--- src/rtl/ucu8_pkg.sv ---
// Shared types, constants and a helper function of the user-comment decoder.
package ucu8_pkg;

    localparam int HDR_LEN    = 8;
    localparam int QUEUE_DEPTH = 2;

    localparam logic [2:0] FMT_ASCII   = 3'd0;
    localparam logic [2:0] FMT_UNICODE = 3'd1;
    localparam logic [2:0] FMT_UNDEF   = 3'd2;
    localparam logic [2:0] FMT_UNSUP   = 3'd3;
    localparam logic [2:0] FMT_SHORT   = 3'd4;

    localparam logic [1:0] ORDER_AUTO = 2'd0;
    localparam logic [1:0] ORDER_LE   = 2'd1;
    localparam logic [1:0] ORDER_BE   = 2'd2;

    localparam logic [7:0] CHAR_QUESTION = 8'h3F;
    localparam logic [63:0] CODE_ASCII   = 64'h4153_4349_4900_0000;
    localparam logic [63:0] CODE_UNICODE = 64'h554E_4943_4F44_4500;
    localparam logic [63:0] CODE_ZERO    = 64'h0;

    typedef struct packed {
        logic [7:0] in_byte;
        logic       in_last;
    } t_in_item;

    typedef struct packed {
        logic [7:0] out_byte;
        logic       byte_valid;
        logic       out_last;
        logic [2:0] format;
    } t_out_item;

    // One classified input byte: up to four UTF-8 bytes for the cleaner.
    typedef struct packed {
        logic [3:0][7:0] bytes;
        logic [2:0]      count;
        logic            last;
        logic [2:0]      fmt;
    } t_entry;

    typedef struct packed {
        logic   valid;
        t_entry entry;
    } t_q_port;

    // Length of the UTF-8 sequence a byte opens; zero for a stray byte.
    function automatic logic [2:0] seq_len(input logic [7:0] c);
        logic [2:0] len;
        len = 3'd0;
        if (c[7] == 1'b0) len = 3'd1;
        else if (c[7:5] == 3'b110) len = 3'd2;
        else if (c[7:4] == 4'b1110) len = 3'd3;
        else if (c[7:3] == 5'b11110) len = 3'd4;
        return len;
    endfunction

endpackage

--- src/rtl/ucu8_fifo.sv ---
// Two-entry queue between the classifying front end and the cleaning back end.
module ucu8_fifo (
    input  logic              i_clk,
    input  logic              i_rst_n,
    input  ucu8_pkg::t_q_port i_wr,
    input  logic              i_pop,
    output ucu8_pkg::t_q_port o_rd,
    output logic              o_full
);
    import ucu8_pkg::*;

    localparam int AW = $clog2(QUEUE_DEPTH);

    t_entry r_mem [QUEUE_DEPTH];
    logic [AW-1:0] r_wp, r_rp, n_wp, n_rp;
    logic [AW:0]   r_cnt, n_cnt;
    logic          do_pop;

    assign do_pop = i_pop && (r_cnt != '0);
    assign o_full = (r_cnt == (AW+1)'(QUEUE_DEPTH));
    assign o_rd.valid = (r_cnt != '0);
    assign o_rd.entry = r_mem[r_rp];

    always_comb begin
        n_wp  = r_wp;
        n_rp  = r_rp;
        n_cnt = r_cnt;
        if (i_wr.valid) begin
            n_wp = (r_wp == AW'(QUEUE_DEPTH - 1)) ? '0 : r_wp + 1'b1;
        end
        if (do_pop) begin
            n_rp = (r_rp == AW'(QUEUE_DEPTH - 1)) ? '0 : r_rp + 1'b1;
        end
        n_cnt = r_cnt + (AW+1)'(i_wr.valid) - (AW+1)'(do_pop);
    end

    always_ff @(posedge i_clk) begin
        if (!i_rst_n) begin
            r_wp  <= '0;
            r_rp  <= '0;
            r_cnt <= '0;
        end else begin
            r_wp  <= n_wp;
            r_rp  <= n_rp;
            r_cnt <= n_cnt;
        end
        if (i_wr.valid) begin
            r_mem[r_wp] <= i_wr.entry;
        end
    end
endmodule

--- src/rtl/ucu8_front.sv ---
// Front end: header recognition, UTF-16 unit assembly and UTF-8 encoding.
module ucu8_front (
    input  logic               i_clk,
    input  logic               i_rst_n,
    input  logic               i_in_valid,
    input  ucu8_pkg::t_in_item i_in_data,
    input  logic               i_full,
    input  logic               i_cfg_valid,
    input  logic [1:0]         i_cfg_data,
    output ucu8_pkg::t_q_port  o_wr
);
    import ucu8_pkg::*;

    logic [7:0]  r_hdr [HDR_LEN];
    logic [3:0]  r_count, n_count;
    logic [2:0]  r_mode, n_mode;
    logic [1:0]  r_order, n_order;
    logic [1:0]  r_byte_order;
    logic        r_held, n_held;
    logic [7:0]  r_half, n_half;
    logic        r_hp, n_hp;
    logic [9:0]  r_hs, n_hs;
    logic        r_stop, n_stop;

    logic        acc;
    logic [7:0]  b;
    logic [63:0] word;
    logic [15:0] u;
    logic [20:0] cp;
    logic [1:0]  uo;
    logic        done;
    t_entry      ent;

    assign acc = i_in_valid && !i_full;
    assign b   = i_in_data.in_byte;
    assign word = {r_hdr[0], r_hdr[1], r_hdr[2], r_hdr[3],
                   r_hdr[4], r_hdr[5], r_hdr[6], b};

    always_comb begin
        n_count = r_count;
        n_mode  = r_mode;
        n_order = r_order;
        n_held  = r_held;
        n_half  = r_half;
        n_hp    = r_hp;
        n_hs    = r_hs;
        n_stop  = r_stop;
        ent     = '0;
        u       = '0;
        cp      = '0;
        uo      = r_order;
        done    = 1'b0;
        if (acc) begin
            if (r_count < 4'(HDR_LEN)) begin
                n_count = r_count + 4'd1;
                if (r_count == 4'(HDR_LEN - 1)) begin
                    if (word == CODE_ASCII) n_mode = FMT_ASCII;
                    else if (word == CODE_UNICODE) n_mode = FMT_UNICODE;
                    else if (word == CODE_ZERO) n_mode = FMT_UNDEF;
                    else n_mode = FMT_UNSUP;
                    n_order = ((n_mode == FMT_UNICODE) &&
                               (r_byte_order == ORDER_LE || r_byte_order == ORDER_BE)) ?
                              r_byte_order : ORDER_AUTO;
                end
            end else if (r_mode == FMT_ASCII || r_mode == FMT_UNDEF) begin
                ent.bytes[0] = b;
                ent.count    = 3'd1;
            end else if (r_mode == FMT_UNICODE && !r_stop) begin
                if (!r_held) begin
                    n_half = b;
                    n_held = 1'b1;
                end else begin
                    n_held = 1'b0;
                    if (uo == ORDER_AUTO) begin
                        uo = (b == 8'd0 && r_half != 8'd0) ? ORDER_LE : ORDER_BE;
                    end
                    n_order = uo;
                    u = (uo == ORDER_LE) ? {b, r_half} : {r_half, b};
                    if (r_hp) begin
                        n_hp = 1'b0;
                        if (u[15:10] == 6'b110111) begin
                            cp = 21'h10000 + {1'b0, r_hs, u[9:0]};
                            ent.bytes[0] = {5'b11110, cp[20:18]};
                            ent.bytes[1] = {2'b10, cp[17:12]};
                            ent.bytes[2] = {2'b10, cp[11:6]};
                            ent.bytes[3] = {2'b10, cp[5:0]};
                            ent.count    = 3'd4;
                            done         = 1'b1;
                        end else begin
                            ent.bytes[0] = CHAR_QUESTION;
                            ent.count    = 3'd1;
                        end
                    end
                    if (!done) begin
                        if (u == 16'd0) begin
                            n_stop = 1'b1;
                        end else if (u[15:10] == 6'b110110) begin
                            n_hp = 1'b1;
                            n_hs = u[9:0];
                        end else begin
                            if (u[15:10] == 6'b110111) u = {8'd0, CHAR_QUESTION};
                            if (u < 16'h80) begin
                                ent.bytes[ent.count[1:0]] = u[7:0];
                                ent.count = ent.count + 3'd1;
                            end else if (u < 16'h800) begin
                                ent.bytes[ent.count[1:0]] = {3'b110, u[10:6]};
                                ent.count = ent.count + 3'd1;
                                ent.bytes[ent.count[1:0]] = {2'b10, u[5:0]};
                                ent.count = ent.count + 3'd1;
                            end else begin
                                ent.bytes[ent.count[1:0]] = {4'b1110, u[15:12]};
                                ent.count = ent.count + 3'd1;
                                ent.bytes[ent.count[1:0]] = {2'b10, u[11:6]};
                                ent.count = ent.count + 3'd1;
                                ent.bytes[ent.count[1:0]] = {2'b10, u[5:0]};
                                ent.count = ent.count + 3'd1;
                            end
                        end
                    end
                end
            end
            ent.fmt  = (r_count < 4'(HDR_LEN - 1)) ? FMT_SHORT : n_mode;
            ent.last = i_in_data.in_last;
            if (i_in_data.in_last) begin
                // A high surrogate left waiting at the end becomes a question mark.
                if (r_count >= 4'(HDR_LEN) && r_mode == FMT_UNICODE && !n_stop && n_hp) begin
                    ent.bytes[ent.count[1:0]] = CHAR_QUESTION;
                    ent.count = ent.count + 3'd1;
                end
                n_count = '0;
                n_mode  = FMT_ASCII;
                n_order = ORDER_AUTO;
                n_held  = 1'b0;
                n_half  = '0;
                n_hp    = 1'b0;
                n_hs    = '0;
                n_stop  = 1'b0;
            end
        end
    end

    assign o_wr.valid = acc && (ent.count != 3'd0 || i_in_data.in_last);
    assign o_wr.entry = ent;

    always_ff @(posedge i_clk) begin
        if (!i_rst_n) begin
            r_count      <= '0;
            r_mode       <= FMT_ASCII;
            r_order      <= ORDER_AUTO;
            r_held       <= 1'b0;
            r_half       <= '0;
            r_hp         <= 1'b0;
            r_hs         <= '0;
            r_stop       <= 1'b0;
            r_byte_order <= ORDER_AUTO;
        end else begin
            r_count <= n_count;
            r_mode  <= n_mode;
            r_order <= n_order;
            r_held  <= n_held;
            r_half  <= n_half;
            r_hp    <= n_hp;
            r_hs    <= n_hs;
            r_stop  <= n_stop;
            if (i_cfg_valid) begin
                r_byte_order <= i_cfg_data;
            end
        end
        if (acc && r_count < 4'(HDR_LEN)) begin
            r_hdr[r_count[2:0]] <= b;
        end
    end
endmodule

--- src/rtl/ucu8_back.sv ---
// Back end: UTF-8 cleaner and output register, at most one result byte per cycle, held while the output stalls.
module ucu8_back (
    input  logic                i_clk,
    input  logic                i_rst_n,
    input  ucu8_pkg::t_q_port   i_rd,
    output logic                o_pop,
    output logic                o_out_valid,
    input  logic                i_out_stall,
    output ucu8_pkg::t_out_item o_out_data
);
    import ucu8_pkg::*;

    logic        r_act, n_act;
    t_entry      r_ent, n_ent;
    logic [2:0]  r_j, n_j;
    logic [7:0]  r_lst [4];
    logic [7:0]  n_lst [4];
    logic [2:0]  r_cnt, n_cnt;
    logic        r_fin, n_fin;
    logic        r_bare, n_bare;
    logic [2:0]  r_lfmt, n_lfmt;
    logic [7:0]  r_p [3];
    logic [7:0]  n_p [3];
    logic [1:0]  r_m, n_m;
    logic        r_ov, n_ov;
    t_out_item   r_out, n_out;

    logic        free, has_b, fin, alone;
    logic [7:0]  b;
    logic [2:0]  cnt, k;

    assign free  = !r_ov || !i_out_stall;
    assign o_pop = !r_act && i_rd.valid;
    assign o_out_valid = r_ov;
    assign o_out_data  = r_out;

    always_comb begin
        n_act  = r_act;
        n_ent  = r_ent;
        n_j    = r_j;
        n_lst  = r_lst;
        n_fin  = r_fin;
        n_bare = r_bare;
        n_lfmt = r_lfmt;
        n_p    = r_p;
        n_m    = r_m;
        n_ov   = r_ov && !free;
        n_out  = r_out;
        cnt    = r_cnt;
        k      = '0;
        alone  = 1'b0;
        b      = r_ent.bytes[r_j[1:0]];
        has_b  = (r_j < r_ent.count);
        fin    = r_ent.last && ((r_j + 3'd1) >= r_ent.count);
        if (r_cnt != 3'd0 && free) begin
            n_out.out_byte   = r_lst[0];
            n_out.byte_valid = !r_bare;
            n_out.out_last   = r_fin && (r_cnt == 3'd1);
            n_out.format     = r_lfmt;
            n_ov             = 1'b1;
            n_lst[0] = r_lst[1];
            n_lst[1] = r_lst[2];
            n_lst[2] = r_lst[3];
            cnt      = r_cnt - 3'd1;
        end
        n_cnt = cnt;
        if (cnt == 3'd0 && r_act) begin
            if (has_b) begin
                if (r_m == 2'd0) begin
                    alone = 1'b1;
                end else if (b[7:6] == 2'b10) begin
                    if (({1'b0, r_m} + 3'd1) == seq_len(r_p[0])) begin
                        for (int i = 0; i < 3; i++) begin
                            if (2'(i) < r_m) begin
                                n_lst[k[1:0]] = r_p[i];
                                k = k + 3'd1;
                            end
                        end
                        n_lst[k[1:0]] = b;
                        k   = k + 3'd1;
                        n_m = 2'd0;
                    end else begin
                        n_p[r_m] = b;
                        n_m      = r_m + 2'd1;
                    end
                end else begin
                    // A broken sequence: every held byte turns into a question mark.
                    for (int i = 0; i < 3; i++) begin
                        if (2'(i) < r_m) begin
                            n_lst[k[1:0]] = CHAR_QUESTION;
                            k = k + 3'd1;
                        end
                    end
                    n_m   = 2'd0;
                    alone = 1'b1;
                end
                if (alone) begin
                    if (b[7] == 1'b0) begin
                        n_lst[k[1:0]] = (b < 8'h20 && b != 8'h09 && b != 8'h0A) ?
                                        CHAR_QUESTION : b;
                        k = k + 3'd1;
                    end else if (seq_len(b) == 3'd0) begin
                        n_lst[k[1:0]] = CHAR_QUESTION;
                        k = k + 3'd1;
                    end else begin
                        n_p[0] = b;
                        n_m    = 2'd1;
                    end
                end
            end
            if (fin) begin
                for (int i = 0; i < 3; i++) begin
                    if (2'(i) < n_m) begin
                        n_lst[k[1:0]] = CHAR_QUESTION;
                        k = k + 3'd1;
                    end
                end
                n_m = 2'd0;
            end
            n_cnt  = k;
            n_fin  = fin;
            n_bare = 1'b0;
            n_lfmt = r_ent.fmt;
            if (fin && k == 3'd0) begin
                n_lst[0] = 8'd0;
                n_cnt    = 3'd1;
                n_bare   = 1'b1;
            end
            n_j = r_j + 3'd1;
            if (fin || (r_j + 3'd1) == r_ent.count) begin
                n_act = 1'b0;
            end
        end
        if (o_pop) begin
            n_ent = i_rd.entry;
            n_j   = '0;
            n_act = 1'b1;
        end
    end

    always_ff @(posedge i_clk) begin
        if (!i_rst_n) begin
            r_act <= 1'b0;
            r_cnt <= '0;
            r_m   <= '0;
            r_ov  <= 1'b0;
            r_fin <= 1'b0;
            r_bare <= 1'b0;
        end else begin
            r_act <= n_act;
            r_cnt <= n_cnt;
            r_m   <= n_m;
            r_ov  <= n_ov;
            r_fin <= n_fin;
            r_bare <= n_bare;
        end
        r_ent  <= n_ent;
        r_j    <= n_j;
        r_lst  <= n_lst;
        r_lfmt <= n_lfmt;
        r_p    <= n_p;
        r_out  <= n_out;
    end
endmodule

--- src/rtl/user_comment_to_utf8_decoder.sv ---
// Top level of the user-comment to UTF-8 decoder.
// The block takes one raw byte of an image user-comment field per input transfer, header first,
// and delivers cleaned UTF-8 bytes, one per output transfer. The eight header bytes select the
// charset: ASCII and all-zero codes are cleaned, UNICODE is decoded from UTF-16 in the byte order
// held in the configuration register (autodetect, little or big endian), and any other code or a
// stream shorter than eight bytes gives only a bare end item. The front end accepts one byte per
// cycle while its two-entry queue has room; header bytes, the first byte of a UTF-16 unit and
// ignored bytes leave nothing in the queue unless they end the stream. The back end takes an
// entry from the queue and then works through the UTF-8 bytes in it one at a time, each only once
// the results of the one before have moved into the output register; it takes the next entry once
// it has worked through the last byte of the previous one. The output register sends at most one
// result per cycle and holds it while the output stalls. The first result of a byte passes through
// the queue, the entry register of the back end, its result list and the output register. Output
// stalls hold the back end and, once the queue is full, the input. The byte order is sampled at
// the eighth byte of each stream; the register is written through its own transfer channel, which
// is always ready.
module user_comment_to_utf8_decoder (
    input  logic                i_clk,
    input  logic                i_rst_n,
    input  logic                i_in_valid,
    output logic                o_in_stall,
    input  ucu8_pkg::t_in_item  i_in_data,
    output logic                o_out_valid,
    input  logic                i_out_stall,
    output ucu8_pkg::t_out_item o_out_data,
    input  logic                i_cfg_valid,
    output logic                o_cfg_ready,
    input  logic [1:0]          i_cfg_data
);
    import ucu8_pkg::*;

    t_q_port q_wr;
    t_q_port q_rd;
    logic    q_full;
    logic    q_pop;

    // The queue being full is the only reason to hold off an input transfer.
    assign o_in_stall  = q_full;
    assign o_cfg_ready = 1'b1;

    ucu8_front u_front (
        .i_clk       (i_clk),
        .i_rst_n     (i_rst_n),
        .i_in_valid  (i_in_valid),
        .i_in_data   (i_in_data),
        .i_full      (q_full),
        .i_cfg_valid (i_cfg_valid && o_cfg_ready),
        .i_cfg_data  (i_cfg_data),
        .o_wr        (q_wr)
    );

    ucu8_fifo u_fifo (
        .i_clk   (i_clk),
        .i_rst_n (i_rst_n),
        .i_wr    (q_wr),
        .i_pop   (q_pop),
        .o_rd    (q_rd),
        .o_full  (q_full)
    );

    // The back end cleans the queued bytes and owns the output register.
    ucu8_back u_back (
        .i_clk       (i_clk),
        .i_rst_n     (i_rst_n),
        .i_rd        (q_rd),
        .o_pop       (q_pop),
        .o_out_valid (o_out_valid),
        .i_out_stall (i_out_stall),
        .o_out_data  (o_out_data)
    );
endmodule

--- config.mk ---
export PLATFORM = sky130hd
export DESIGN_NAME = user_comment_to_utf8_decoder
export DESIGN_NICKNAME = d
export VERILOG_FILES = /design/src/rtl/ucu8_pkg.sv /design/src/rtl/ucu8_fifo.sv /design/src/rtl/ucu8_front.sv /design/src/rtl/ucu8_back.sv /design/src/rtl/user_comment_to_utf8_decoder.sv
export SDC_FILE = /design/constraint.sdc
export NUM_CORES = 1
export LEC_CHECK = 0
export BUFFER_PORTS_ARGS = -buffer_cell sky130_fd_sc_hd__buf_4
export CAP_MARGIN = 20
export CORE_MARGIN = 4
export CORE_UTILIZATION = 35
export DETAILED_ROUTE_END_ITERATION = 10
export PLACE_DENSITY = 0.47
export SLEW_MARGIN = 30
export SYNTH_ARGS = -nofsm -noshare
export SYNTH_HDL_FRONTEND = slang
export SYNTH_SLANG_ARGS = --single-unit
--- constraint.sdc ---
create_clock -name i_clk -period 6.82 [get_ports i_clk]
set_input_delay 0.341 -clock i_clk [delete_from_list [all_inputs] [get_ports i_clk]]
set_output_delay 0.341 -clock i_clk [all_outputs]
set_load 0.01 [all_outputs]
# After elaboration in Yosys (flattened, before gate mapping)
# Memories as Yosys holds them, arrays and structs flattened. A register that Yosys moved wholly into a read port is not among the register bits.
# Index checks and enable logic that the tools add are counted.
# totals
output_inout_bits,16
memories,2
mem_bits_ro,0
latchBits,0
mem_bits_rw,142
regBits,120
# memory_table
name,depth,word_bits,read_ports,rd_clocked_by_memory_dff,wr,line_no,rtl
u_fifo.r_mem,2,39,1,1,1,ucu8_fifo.sv:14,t_entry r_mem [QUEUE_DEPTH];
u_front.r_hdr,8,8,7,0,1,ucu8_front.sv:14,logic [7:0] r_hdr [HDR_LEN];
# classes
reduce_logical,75
n_bitwise,33
add_sub_neg,23
muxes,287
eq_ne,31
div_mod_pow,0
n_mul,0
shift,0
n_lt_le_gt_ge,43
# op_table
op,count
32-bit two-way mux,37
35-bit two-way mux,17
32-bit bitwise mux,10
8-bit two-way mux,36
8-bit demux with 2-bit select,14
3-bit two-way mux,73
24-bit OR,7
16-bit two-way mux,10
24-bit two-way mux,6
64-bit by 63-bit equality test with 1-bit output (second input constant),2
10-bit two-way mux,8
64-bit zero test,1
8-bit bitwise AND,7
8-bit inverter,7
1-bit two-way mux,46
2-bit two-way mux,23
3-bit by 1-bit adder with 3-bit output (second input constant),14
39-bit two-way mux,1
1-bit logical AND,33
3-bit greater-or-equal comparator (second input constant),10
3-bit by 1-bit less-than comparator with 1-bit output (second input constant),10
2-bit inverter with 3-bit output,10
24-bit bitwise mux,1
11-bit two-way mux,2
50 further kinds,107

# Logic depth before layout (Yosys ltp)
# depth
word_depth,60
depth_mapped,26
mapped_depth_nobuf,24

# Cells and area by module
# Synthesis repeated with hierarchy kept, for this count alone.
# hier_totals
cells_unflattened,1406
hier_area_um2,15541.2
# modules_own_cells
module,area_each_um2,seq_area_each_um2,instances,cells_each
ucu8_back,6979.2,3333.2,1,678
ucu8_front,5446.5,2322.2,1,582
ucu8_fifo,3104.2,2442.3,1,144
user_comment_to_utf8_decoder,11.3,0.0,1,2

# Worst setup path after synthesis
# No wires, ideal clock.
# synth_path
kind,input to register
start,in i_in_data[6] in the netlist's numbering
end,"mem u_fifo.r_mem[0][0] in the netlist's numbering, enable pin"
n_path_buf,2
slack_ps,1434
arrival_ps,4955
cell_stages,17
required_ps,6389
path_cell_list,buf_2 -> or4_4 -> a211oi_4 -> o21ai_2 -> buf_4 -> mux2_2 -> inv_2 -> ha_1 -> mux2i_1 -> a221oi_2 -> nor2_1 -> nor2_2 -> ha_1 -> a32o_2 -> nor3_1 -> a21o_1 -> nor2_1
# synth_rtl
element,line_no,rtl
from (decl),user_comment_to_utf8_decoder.sv:22,"input ucu8_pkg::t_in_item i_in_data,"
to (decl),ucu8_fifo.sv:14,

==> metrics.csv <==
stage;metric;value;unit
global_routing;grt_pass1_wl;61900;µm
yosys;syn_area;0.0147;mm²
power;switchingPower;2.40;mW
critical_path;worstSetupEndpointType;flop;
layout;nets;1421;
floorplan;core_area;0.0412;mm²
critical_path;cp_max_fo;13;
detailed_routing;drc;0;
floorplan;fp.dieH;213;µm
clocking;cts.path.max_buffers;3;
yosys;synth_seq_cells;287;
yosys;synth-simple-area-share;13.3;%
power;switching_share;35.7;%
floorplan;io_pins;32;
power;p_per_area;402;mW/mm²
clocking;clk_latency;540;ps
clocking;clockRootBuffer;clkbuf_16;
yosys;synth_fa_ha_area_share;3.65;%
status;status;finished clean;
yosys;yosys.area.top_type_share;43.8;%
sta;rsz0062_at_grt;no;
clocking;postCtsHoldBufs;0;
critical_path;startpoint_type;flop;
place;routabilityCongestion;0.892;
power;p_seq_share;36.3;%
detailed_routing;drt_first_iter_violations;929;
yosys;syn_avg_cell_area;11.0;µm²
power;vdd_drop_max;0.199;mV
floorplan;die_area;0.0454;mm²
detailed_routing;ant_nets;0;
layout;syn2layout_area_growth;13.4;%
place;io_buffers;30;
critical_path;cp_cell_sequence;inv_1, ha_1, or3b_2, o32ai_1, o211a_1, a21oi_1, inv_1, ha_1, nor2_1, nor3_1, inv_1, ha_1, nand2_1, o21ai_0, ha_1, nand2_1, o21ai_0, ha_1, xor2_1, nand2_1, xnor2_1, xnor2_1, o2bb2ai_1, o32ai_1;
critical_path;r2r-start;u_back.r_m[0];
sta;final_hold_viol_count;0;
floorplan;die_x;213;µm
yosys;yosysTopAreaCell;edfxtp_1;
yosys;synth_compound_area_share;16.8;%
yosys;synth.area.top_cells;edfxtp_1 44%, dfxtp_1 9.8%, ha_1 3.7%;
detailed_routing;num_vias;10800;
yosys;post_synth_num_cell_types;83;
clocking;post_cts_buffers;0;
sta;finalCritPeriodShare;87.8;%
power;finalPower;6.72;mW
yosys;synth_fp_nets;1394;
critical_path;reg2reg_to;u_back.r_lst[29];
yosys;synthCells;1335;
critical_path;startpoint;u_back.r_m[0];
power;clockPowerShare;27.1;%
global_routing;antenna_found_initial;0;
yosys;yosys-top-cells-count;215 x edfxtp_1, 104 x nand2_1, 93 x nor2_1;
clocking;cts_resized;0;
floorplan;fp-row-count;74;
critical_path;crit_top_cell;ha_1;
floorplan;initial_core_util;35.7;%
sta;drv_slew;0;
power;internal_power;4.32;mW
critical_path;max_stage_delay;580;ps
sta;fin_crit;5990;ps
yosys;yosys.cell_count.top_type;edfxtp_1;
yosys;synth_xor_area_share;1.31;%
power;combPwrFrac;36.6;%
sta;tightest_slew;984;ps
flow_run;drv_cap;0;
yosys;synth_top_family_by_area;compound AO/OA/AOI/OAI gates;
clocking;htree_num_levels;2;
place;dp_hpwl;28000;µm
detailed_routing;post_drt_wl_per_cell;20.8;µm
global_routing;gr-usage-all-layers;17.5;%
yosys;ys_seq_area_share;53.6;%
clocking;cts_tree;yes;
power;leakage;5.86;nW
global_routing;grt_max_degree;47;
sta;setup_viol_count_final;0;
layout;drive_above_1_share;13.2;%
layout;n_antenna_cell;0;
yosys;ys_warn_count;0;
critical_path;crit_family;compound AO/OA/AOI/OAI gates;
sta;clock_skew;22.5;ps
global_routing;grt_pass1_vias;10400;
min_path;hold_depth;3;
detailed_routing;drtPass1Iterations;5;
detailed_routing;routed_wl;39900;µm
global_routing;grt_overflow;0;
yosys;synthMuxAreaShare;8.45;%
sta;maxSlewHeadroom;33.9;%
sta;fin_tns_setup;0;ps
yosys;synth-edff-count;215;
yosys;async_flop_share;0;%
critical_path;cp_num_cells;24;
sta;fmax;167;MHz
critical_path;crit_type;reg2reg;
clocking;cts_made_buffers;34;
sta;whs;70.5;ps
yosys;ys.flop_type;edfxtp_1;
critical_path;regToRegSetupSlack;830;ps
detailed_routing;via_per_inst;5.60;
critical_path;arrival;6370;ps
layout;fillers;3915;
min_path;hp-class;in2reg;
critical_path;critPathSlowestCell;dfxtp_1;
critical_path;crit_end;u_back.r_lst[29];
critical_path;reg2reg_depth;24;
clocking;cts_sinks;287;
critical_path;crit_required;7210;ps
critical_path;path_buf_inv;3;
clocking;clkSlewWorstSetupHoldPaths;60;ps
-- power groups by stage --
stage	registers (mW)	logic, mW	clock network, mW
global route	2.47	2.74	1.96
finish	2.44	2.46	1.82
global placement	2.47	2.47	0
floorplan	2.45	1.77	0
CTS	2.44	2.46	1.88
detailed placement	2.48	2.45	0
-- stage by stage --
stage                     worst slack (ps)  util (%)  instances  cell area, µm²
after floorplan                       1430         -       1335           14700
after global placement                1020      37.8       1858           15600
after detailed placement               883      37.8       1858           15600
after CTS                              869      40.5       1920           16700
after global routing                   399      40.5       1920           16700
final                                  832      40.5       1920           16700
-- worst register-to-register path, stage by stage (launching register included) --
cell,delay (ps)
dfxtp_1,580
inv_1,130
ha_1,420
or3b_2,460
o32ai_1,170
o211a_1,360
a21oi_1,170
inv_1,110
ha_1,130
nor2_1,50
nor3_1,340
inv_1,170
ha_1,350
nand2_1,70
o21ai_0,160
ha_1,340
nand2_1,50
o21ai_0,170
ha_1,330
xor2_1,180
nand2_1,80
xnor2_1,150
xnor2_1,150
o2bb2ai_1,560
o32ai_1,150
-- routing by layer --
| metal | track usage (%) | share of wire (%) |
|---|---|---|
| met4 | 5.36 | 2.6 |
| met5 | 0 | 0 |
| met3 | 3.20 | 5.5 |
| met1 | 23.7 | 45 |
| met2 | 28.9 | 47 |
-- cell families (layout without fill, tap and decap cells) --
group,count (synthesis),in the layout
AOI/OAI and AO/OA,371,371
muxes,109,109
other,1,1
and+or+nand+nor,398,398
xor gates and xnor gates,22,22
buffers and inverters,104,157
adders and majority gates,43,43
DFF,287,287
-- state kept, by name, summed over array words and instances (netlist names), 4 cells and up, named ones only --
| name | flops |
|---|---|
| u_back.r_ent | 37 |
| u_front.r_half | 8 |
| u_back.r_lst | 32 |
| u_fifo.r_mem | 74 |
| u_front.r_count | 4 |
| u_back.o_out_data | 13 |
| u_front.r_hs | 10 |
| u_front.r_hdr | 56 |
| u_back.r_p | 24 |
-- placed cells by master (no fill, tap or decap), drive strengths merged, types with 8 or more instances in the layout --
cell,count
nor4,21
clkbuf,44
a221oi,15
edfxtp,215
dfxtp,72
mux2i,52
a22oi,29
ha,43
mux2,50
a211oi,14
nand2b,13
xnor2,12
o211ai,12
o21ai,90
inv,39
buf,54
nand2,104
nand3,27
a21oi,87
xor2,10
o22ai,28
o211a,8
o21a,10
or4,10
nor2,95
clkinv,12
nor2b,42
and2,14
nor3,31
nand4,15
a32oi,8
-- final cells by class --
type	count	area, µm²	share of cell area, %
Clock buffer	44	910	5.45
Clock inverter	18	218	1.30
Multi-Input combinational cell	944	6450	38.6
Timing Repair Buffer	54	405	2.43
Inverter	41	154	0.921
Tap cell	532	666	3.98
Sequential cell	287	7900	47.3
-- worst min-delay path by stage --
| stage | startpoint | to | slack, ps |
|---|---|---|---|
| after global placement | u_back.r_ent[1] | u_back.r_lfmt[1] | 410 |
| after CTS | i_cfg_data[1] | u_front.r_byte_order[1] | 30 |
| after global routing | i_cfg_data[1] | u_front.r_byte_order[1] | 80 |
| final | i_cfg_data[1] | u_front.r_byte_order[1] | 70 |
| after floorplan | u_back.r_lfmt[0] | u_back.o_out_data[0] | 400 |
| after detailed placement | u_back.r_ent[1] | u_back.r_lfmt[1] | 410 |
(Power assumes the default switching activity.)
